[src/hw/rtl/bca_pkg.sv]
// ----------------------------------------------------------------------------
// bca_pkg: shared types and constants for the block-chain allocator
// Operation and status codes, sequencer states and default sizes.
// ----------------------------------------------------------------------------
package bca_pkg;

    // default sizes
    localparam int NUM_BLOCKS_DEF = 256;
    localparam int NUM_FILES_DEF  = 16;
    localparam int BLOCK_BITS_DEF = 8;

    // fixed word field widths
    localparam int OP_W    = 3;
    localparam int FID_W   = 4;
    localparam int FIELD_W = 8;
    localparam int ST_W    = 2;

    typedef enum logic [OP_W-1:0] {
        OP_ALLOC      = 3'd0,
        OP_LOCATE     = 3'd1,
        OP_SET_FIRST  = 3'd2,
        OP_GET_FIRST  = 3'd3,
        OP_WRITE_LINK = 3'd4,
        OP_READ_LINK  = 3'd5,
        OP_SET_HEAD   = 3'd6
    } t_op;

    typedef enum logic [ST_W-1:0] {
        ST_OK    = 2'd0,
        ST_ENDED = 2'd1,
        ST_EMPTY = 2'd2
    } t_status;

    typedef enum logic [2:0] {
        S_IDLE,     // waiting for a word
        S_EXEC,     // decode, issue table access
        S_RDFIRST,  // first-block read data back
        S_WALK,     // chain walk, one link read per cycle
        S_RDLINK,   // link read data back
        S_PUSH      // hand result to output register
    } t_state;

endpackage

[src/hw/rtl/bca_ram.sv]
// ----------------------------------------------------------------------------
// bca_ram: generic single-write, single-read RAM
// One write port, one read port, read data registered.
// ----------------------------------------------------------------------------
module bca_ram #(
    parameter int WIDTH = 8,
    parameter int DEPTH = 256,
    localparam int AW   = $clog2(DEPTH)
) (
    input  logic             i_clk,
    input  logic             i_we,
    input  logic [AW-1:0]    i_waddr,
    input  logic [WIDTH-1:0] i_wdata,
    input  logic [AW-1:0]    i_raddr,
    output logic [WIDTH-1:0] o_rdata
);

    logic [WIDTH-1:0] r_mem [DEPTH];
    logic [WIDTH-1:0] r_rdata;

    always_ff @(posedge i_clk) begin
        if (i_we) begin
            r_mem[i_waddr] <= i_wdata;
        end
        r_rdata <= r_mem[i_raddr];
    end

    assign o_rdata = r_rdata;

endmodule

[src/hw/rtl/block_chain_allocator_top.sv]
// ----------------------------------------------------------------------------
// A write-type word passes S_EXEC and S_PUSH; a read or allocate adds S_RDFIRST
// or S_RDLINK, a locate of index n S_RDFIRST and up to n S_WALK steps. A new word
// is taken only once the last has left S_PUSH. The chain walk does one link-table
// read per cycle through the single read port of the link RAM.
// Reset: synchronous, active low; free list empty, output register empty.
// Table contents are not cleared and are undefined until written.
// ----------------------------------------------------------------------------
// block_chain_allocator_top: block-chain table engine
// Link table, per-file first-block table and free-list head, driven by a
// small sequencer around two RAMs.
// ----------------------------------------------------------------------------
module block_chain_allocator_top
    import bca_pkg::*;
#(
    parameter int NUM_BLOCKS = NUM_BLOCKS_DEF,
    parameter int NUM_FILES  = NUM_FILES_DEF,
    parameter int BLOCK_BITS = BLOCK_BITS_DEF
) (
    input  logic               i_clk,
    input  logic               i_rst_n,
    // input channel
    input  logic               i_valid,
    output logic               o_stall,
    input  logic [OP_W-1:0]    i_operation,
    input  logic [FID_W-1:0]   i_file_id,
    input  logic [FIELD_W-1:0] i_block,
    input  logic [FIELD_W-1:0] i_count_or_link,
    // output channel
    output logic               o_valid,
    input  logic               i_stall,
    output logic [FIELD_W-1:0] o_result_block,
    output logic [ST_W-1:0]    o_status
);

    localparam int BB       = BLOCK_BITS;
    localparam int LA       = $clog2(NUM_BLOCKS);
    localparam int AW       = (BB > LA) ? BB : LA;
    localparam int RW       = (BB > FIELD_W) ? BB : FIELD_W;
    localparam int FT_DEPTH = (NUM_FILES < 2) ? 2 : NUM_FILES;
    localparam int FA       = $clog2(FT_DEPTH);
    localparam int FW       = (FA > FID_W) ? FA : FID_W;
    localparam int CMP_W    = 17;
    localparam logic [BB-1:0] INV_BLK = '1;

    // block value inside the link table
    function automatic logic blk_ok(input logic [BB-1:0] v);
        return CMP_W'(v) < CMP_W'(NUM_BLOCKS);
    endfunction

    // block value to link RAM address
    function automatic logic [LA-1:0] lk_addr(input logic [BB-1:0] v);
        logic [AW-1:0] t;
        t = AW'(v);
        return t[LA-1:0];
    endfunction

    // 8-bit field to block width
    function automatic logic [BB-1:0] to_blk(input logic [FIELD_W-1:0] v);
        logic [RW-1:0] t;
        t = RW'(v);
        return t[BB-1:0];
    endfunction

    // block width to 8-bit field
    function automatic logic [FIELD_W-1:0] to_field(input logic [BB-1:0] v);
        logic [RW-1:0] t;
        t = RW'(v);
        return t[FIELD_W-1:0];
    endfunction

    t_state               r_state, n_state;
    t_op                  r_op, n_op;
    logic [FID_W-1:0]     r_fid, n_fid;
    logic [BB-1:0]        r_blk, n_blk;
    logic [FIELD_W-1:0]   r_arg, n_arg;    // link value, or remaining walk steps
    logic [BB-1:0]        r_cur, n_cur;
    logic [BB-1:0]        r_head, n_head;
    logic [BB-1:0]        r_res, n_res;
    t_status              r_st, n_st;
    logic                 r_out_valid;
    logic [FIELD_W-1:0]   r_out_res;
    t_status              r_out_st;

    logic                 lk_we;
    logic [LA-1:0]        lk_waddr, lk_raddr;
    logic [BB-1:0]        lk_wdata, lk_rdata;
    logic                 ft_we;
    logic [FA-1:0]        ft_addr;
    logic [BB-1:0]        ft_rdata;

    logic                 in_acc;
    logic                 out_free;
    logic                 out_load;
    logic                 fid_ok;
    logic                 arg_big;
    logic                 head_ok;
    logic [FW-1:0]        fid_w;
    logic [BB-1:0]        walk_v;
    logic                 walk_go;
    logic [BB-1:0]        arg_blk;

    // ---- tables ----
    bca_ram #(.WIDTH(BB), .DEPTH(NUM_BLOCKS)) u_link_ram (
        .i_clk   (i_clk),
        .i_we    (lk_we),
        .i_waddr (lk_waddr),
        .i_wdata (lk_wdata),
        .i_raddr (lk_raddr),
        .o_rdata (lk_rdata)
    );

    bca_ram #(.WIDTH(BB), .DEPTH(FT_DEPTH)) u_first_ram (
        .i_clk   (i_clk),
        .i_we    (ft_we),
        .i_waddr (ft_addr),
        .i_wdata (r_blk),
        .i_raddr (ft_addr),
        .o_rdata (ft_rdata)
    );

    // ---- handshake ----
    assign o_stall  = (r_state != S_IDLE);
    assign in_acc   = i_valid && (r_state == S_IDLE);
    assign out_free = !r_out_valid || !i_stall;
    assign out_load = (r_state == S_PUSH) && out_free;

    // ---- common decode ----
    assign fid_w   = FW'(r_fid);
    assign ft_addr = fid_w[FA-1:0];
    assign fid_ok  = (9'(r_fid) < 9'(NUM_FILES));
    assign arg_big = (CMP_W'(r_arg) > CMP_W'(NUM_BLOCKS));
    assign head_ok = (r_head != INV_BLK) && blk_ok(r_head);
    assign arg_blk = to_blk(r_arg);

    // walk operand: first block on the first step, then each link read
    assign walk_v  = (r_state == S_RDFIRST) ? ft_rdata : lk_rdata;
    assign walk_go = (r_arg != '0) && (walk_v != INV_BLK) && blk_ok(walk_v);

    // ---- next state ----
    always_comb begin
        n_state = r_state;
        unique case (r_state)
            S_IDLE: begin
                if (i_valid) n_state = S_EXEC;
            end
            S_EXEC: begin
                unique case (r_op)
                    OP_ALLOC:     n_state = head_ok ? S_RDLINK : S_PUSH;
                    OP_LOCATE:    n_state = (fid_ok && !arg_big) ? S_RDFIRST : S_PUSH;
                    OP_GET_FIRST: n_state = fid_ok ? S_RDFIRST : S_PUSH;
                    OP_READ_LINK: n_state = blk_ok(r_blk) ? S_RDLINK : S_PUSH;
                    default:      n_state = S_PUSH;
                endcase
            end
            S_RDFIRST: begin
                if (r_op == OP_GET_FIRST) n_state = S_PUSH;
                else                      n_state = walk_go ? S_WALK : S_PUSH;
            end
            S_WALK:   n_state = walk_go ? S_WALK : S_PUSH;
            S_RDLINK: n_state = S_PUSH;
            S_PUSH: begin
                if (out_free) n_state = S_IDLE;
            end
            default:  n_state = S_IDLE;
        endcase
    end

    // ---- datapath and table control ----
    always_comb begin
        n_op     = r_op;
        n_fid    = r_fid;
        n_blk    = r_blk;
        n_arg    = r_arg;
        n_cur    = r_cur;
        n_head   = r_head;
        n_res    = r_res;
        n_st     = r_st;
        lk_we    = 1'b0;
        lk_waddr = lk_addr(r_blk);
        lk_wdata = arg_blk;
        lk_raddr = lk_addr(r_blk);
        ft_we    = 1'b0;
        unique case (r_state)
            S_IDLE: begin
                if (in_acc) begin
                    n_op  = t_op'(i_operation);
                    n_fid = i_file_id;
                    n_blk = to_blk(i_block);
                    n_arg = i_count_or_link;
                end
            end
            S_EXEC: begin
                n_res = INV_BLK;
                n_st  = ST_OK;
                unique case (r_op)
                    OP_ALLOC: begin
                        lk_raddr = lk_addr(r_head);
                        n_cur    = r_head;
                        if (!head_ok) n_st = ST_EMPTY;
                    end
                    OP_LOCATE: begin
                        // refused early: bad file, or index past the walk bound
                        n_st = ST_ENDED;
                    end
                    OP_SET_FIRST: begin
                        ft_we = fid_ok;
                        n_res = r_blk;
                    end
                    OP_GET_FIRST: begin
                        n_res = INV_BLK;
                    end
                    OP_WRITE_LINK: begin
                        lk_we = blk_ok(r_blk);
                        n_res = arg_blk;
                    end
                    OP_READ_LINK: begin
                        n_res = INV_BLK;
                    end
                    OP_SET_HEAD: begin
                        n_head = r_blk;
                        n_res  = r_blk;
                    end
                    default: begin
                        n_res = INV_BLK;
                    end
                endcase
            end
            S_RDFIRST, S_WALK: begin
                if (r_state == S_RDFIRST && r_op == OP_GET_FIRST) begin
                    n_res = ft_rdata;
                    n_st  = ST_OK;
                end else if (r_arg == '0) begin
                    // index reached
                    n_res = walk_v;
                    n_st  = (walk_v == INV_BLK) ? ST_ENDED : ST_OK;
                end else if (!walk_go) begin
                    // chain ended early
                    n_res = INV_BLK;
                    n_st  = ST_ENDED;
                end else begin
                    lk_raddr = lk_addr(walk_v);
                    n_arg    = r_arg - 1'b1;
                end
            end
            S_RDLINK: begin
                n_st = ST_OK;
                if (r_op == OP_ALLOC) begin
                    // pop: link becomes new head, popped block ends its chain
                    n_head   = lk_rdata;
                    lk_we    = 1'b1;
                    lk_waddr = lk_addr(r_cur);
                    lk_wdata = INV_BLK;
                    n_res    = r_cur;
                end else begin
                    n_res = lk_rdata;
                end
            end
            S_PUSH: begin
            end
            default: begin
            end
        endcase
    end

    // ---- control registers ----
    always_ff @(posedge i_clk) begin
        if (!i_rst_n) begin
            r_state     <= S_IDLE;
            r_head      <= INV_BLK;
            r_out_valid <= 1'b0;
        end else begin
            r_state     <= n_state;
            r_head      <= n_head;
            r_out_valid <= out_load || (r_out_valid && i_stall);
        end
    end

    // ---- payload registers ----
    always_ff @(posedge i_clk) begin
        r_op  <= n_op;
        r_fid <= n_fid;
        r_blk <= n_blk;
        r_arg <= n_arg;
        r_cur <= n_cur;
        r_res <= n_res;
        r_st  <= n_st;
        if (out_load) begin
            r_out_res <= to_field(r_res);
            r_out_st  <= r_st;
        end
    end

    assign o_valid        = r_out_valid;
    assign o_result_block = r_out_res;
    assign o_status       = r_out_st;

endmodule
[config.mk]
export PLATFORM = sky130hd
export DESIGN_NAME = block_chain_allocator_top
export DESIGN_NICKNAME = d
export VERILOG_FILES = /design/src/hw/rtl/bca_pkg.sv /design/src/hw/rtl/bca_ram.sv /design/src/hw/rtl/block_chain_allocator_top.sv
export SDC_FILE = /design/constraint.sdc
export NUM_CORES = 2
export LEC_CHECK = 0
export BUFFER_PORTS_ARGS = -buffer_cell sky130_fd_sc_hd__clkbuf_2
export CAP_MARGIN = 25
export CORE_UTILIZATION = 30
export CTS_CLUSTER_SIZE = 12
export DETAILED_ROUTE_END_ITERATION = 16
export HOLD_SLACK_MARGIN = 0.15
export SLEW_MARGIN = 10
export SYNTH_ARGS = -nofsm -noshare
export SYNTH_HDL_FRONTEND = slang
export SYNTH_SLANG_ARGS = --single-unit
[constraint.sdc]
create_clock -name i_clk -period 6.5 [get_ports i_clk]
set_clock_uncertainty 0.2 [all_clocks]
set_input_delay 1.3 -clock i_clk [delete_from_list [all_inputs] [get_ports i_clk]]
set_output_delay 1.3 -clock i_clk [all_outputs]
set_load 0.01 [all_outputs]
==> results.toml <==
[timing]
hold_slack_ns = 0.201
fin_setup_tns_ns = 0
worstMarginPinSlew_ns = 1.16
slew_violations = 0
period_minus_slack_ns = 6.35
final.setup.worst_slack_ns = 0.152
finalHoldViolations = 0
fmax_mhz = 158
fin_crit_sh = 0.977
relSlewSlack = 0.222
rsz0062_at_grt = "false"
setup_viol = 0

[layout]
fin_cells = 10800
layout_commonest_cell = "edfxtp_1"
design_area_um2 = 104000
syn_to_final_growth_pct = 15.1
final_cell_mix = "edfxtp_1, nand2_1, nand3_1"
drive_above_1_share = 0.114
final_nets = 6778

[cts]
max-clock-path-buffers = 3
cts_tree = "done"
cts_buffers = 225
cts_resized = 0
cts_setup_buffers = 0
cts_sinks = 2255
clkSlewWorstSetupHoldPaths_ns = 0.06
insertion_delay_ns = 0.93
hold_buffers = 0
cts-root-buf = "clkbuf_16"
htree_num_levels = 4

[critical_path]
crit_arrival_ns = 6.87
critPathMaxFanout = 50
cpMaxStageDelayCell = "o41ai_1"
max_stage_delay_ns = 0.74
reg2regPathDepth = 15
r2r_end = "u_link_ram.o_rdata[6]"
crit_required_ns = 7.02
worst_path_dominant_cell_family = "simple AND/OR/NAND/NOR gates"
rrSetupSlack_ns = 0.15
path_cells = "inv_1, ha_1, or3b_4, or3_1, nand4_2, o21ai_4, nand2_8, buf_12, buf_4, mux2i_1, o22ai_1, o41ai_1, nand4_1, a21oi_1, o211ai_1"
rr_startpoint = "arg_blk[0]"
critPathKind = "flop to flop"
cp_num_buf_inv = 3
endpoint_kind = "flop"
cp-start-kind = "flop"

[place]
dpl.cell_count = 10500
gp_congestion = 0.922
place_worst_setup_slack_ns = 0.348
dp_hpwl_um = 177000
io_buffers = 38
placed_cell_area_um2 = 96800

[yosys]
ys.flop_type = "edfxtp_1"
syn-num-nets = 6548
synth_edf_count = 2227
async_flop_share = 0
postSynthAreaPerCell_um2 = 13.8
yosysWarnings = 0
syn_inst = 6520
synth_seq_cells = 2255
synthesis.area_um2 = 90000
yosysSeqAreaShare = 0.749
ys_types = 82

[floorplanning]
fp.dieArea_um2 = 302000
die_y_um = 550
floorplan.initialDensity = 0.302
ios = 39
row_count = 200
die_x_um = 550
fp.coreArea_um2 = 298000

[worst_hold_path]
min_from = "r_st[1]"
hold_path_class = "flop to flop"
holdPathStages = 0
holdPathEnd = "o_status[1]"

[grt]
grt_pass1_wl_um = 408000
grt_pass1_vias = 55600
antenna_found_initial = 9
grt_overflow_total = 0
grt_use_total = 0.185
grt_max_degree = 193

[detailed_routing]
avgViaCountPerCell = 5.39
antenna_left = 0
vias = 58500
dr.pass1.iters = 6
detail_route.wl_per_cell_um = 26.4
drc_errors = 0
routed_wl_um = 286000
initialDrtViolationCount = 8040

[pwr]
p_leak_nw = 34.4
power_density_nw_per_um2 = 355
peakVddDrop_v = 0.000372

[run_status]
status = "complete, no violations"

[run]
max_cap_viol_count = 0
==> worst max path at each step <==
stage	startpoint	to	slack [ns]	cells past startpoint
global route	arg_blk[0]	u_link_ram.o_rdata[6]	0.18	15
detailed placement	arg_blk[0]	u_link_ram.o_rdata[6]	0.35	15
floorplan	r_state[0]	u_link_ram.r_mem[0][7]	0.52	7
CTS	arg_blk[0]	u_link_ram.o_rdata[6]	0.33	15
finish	arg_blk[0]	u_link_ram.o_rdata[6]	0.15	15
global placement	arg_blk[1]	u_link_ram.o_rdata[6]	0.15	15
==> metrics by stage <==
step / util / total power [mW]
detailed placement: 0.325 / 24.8
global route: 0.348 / 37.7
floorplan: - / 21.4
global placement: 0.325 / 24.7
CTS: 0.348 / 36.7
finish: 0.348 / 36.8
==> synth_stat cells (16+ instances only) <==
cell / n / share of area
o21ai_0: 81 / 0.0045
a311oi_1: 49 / 0.0048
a32oi_1: 55 / 0.0053
nand4_1: 81 / 0.0056
nand2_1: 1622 / 0.068
mux4_2: 40 / 0.010
buf_1: 41 / 0.0017
nand3_1: 451 / 0.025
a31oi_1: 209 / 0.015
nor2_1: 348 / 0.015
buf_4: 17 / 0.0014
a211oi_1: 51 / 0.0043
edfxtp_1: 2227 / 0.74
dfxtp_1: 28 / 0.0062
clkbuf_1: 120 / 0.0050
nand2b_1: 18 / 0.0013
a21oi_1: 99 / 0.0055
o22ai_1: 72 / 0.0050
nor3_1: 20 / 0.0011
buf_2: 231 / 0.013
o211ai_1: 17 / 0.0014
mux2i_1: 226 / 0.025
and3_1: 158 / 0.011
a221oi_1: 16 / 0.0016
==> layout make-up <==
class / count / area [um^2]
tap: 3939 / 4930
fill: 28500 / 194000
clock buffer: 310 / 6020
multi-input combinational: 3838 / 20800
clock inverter: 70 / 731
antenna: 3 / 7.51
inverter: 13 / 48.8
sequential: 2255 / 67400
timing repair buffer: 417 / 3620
==> sequential cells by signal (all words and copies together), names as in the netlist, 3 cells and up <==
register	flops
arg_blk	8
fid_w	4
o_result_block	8
r_blk	8
r_cur	8
r_head	8
r_op	3
r_res	8
r_state	3
u_first_ram.o_rdata	8
u_first_ram.r_mem	128
u_link_ram.o_rdata	8
u_link_ram.r_mem	2048
==> power by group <==
group	internal, mW	switching [mW]
sequential	16.6	0.184
clock	6.62	5.54
combinational	2.12	5.77
total	25.3	11.5
==> logic make-up (layout without fill, tap and decap cells) <==
logic type / count (synthesis) / in the layout / share of synthesized area
compound gates: 789 / 789 / 0.0606
mux: 277 / 277 / 0.0365
simple gates: 2766 / 2766 / 0.131
flops: 2255 / 2255 / 0.749
buf+inv: 427 / 810 / 0.0220
other cells: 0 / 3 / 0
xor+xnor: 5 / 5 / 0.000486
fa+ha+maj: 1 / 1 / 0.000139
==> metal layers <==
layer	part of all wire	wire length, um	GRT usage	vias to the layer above
met5	0.00015	44	0	-
met4	0.046	13200	0.0818	6
met3	0.10	28900	0.0368	623
met2	0.46	130000	0.289	3352
met1	0.40	114000	0.250	29500
li1	-	-	-	25000
No activity file was read; power rests on OpenSTA's default activity.
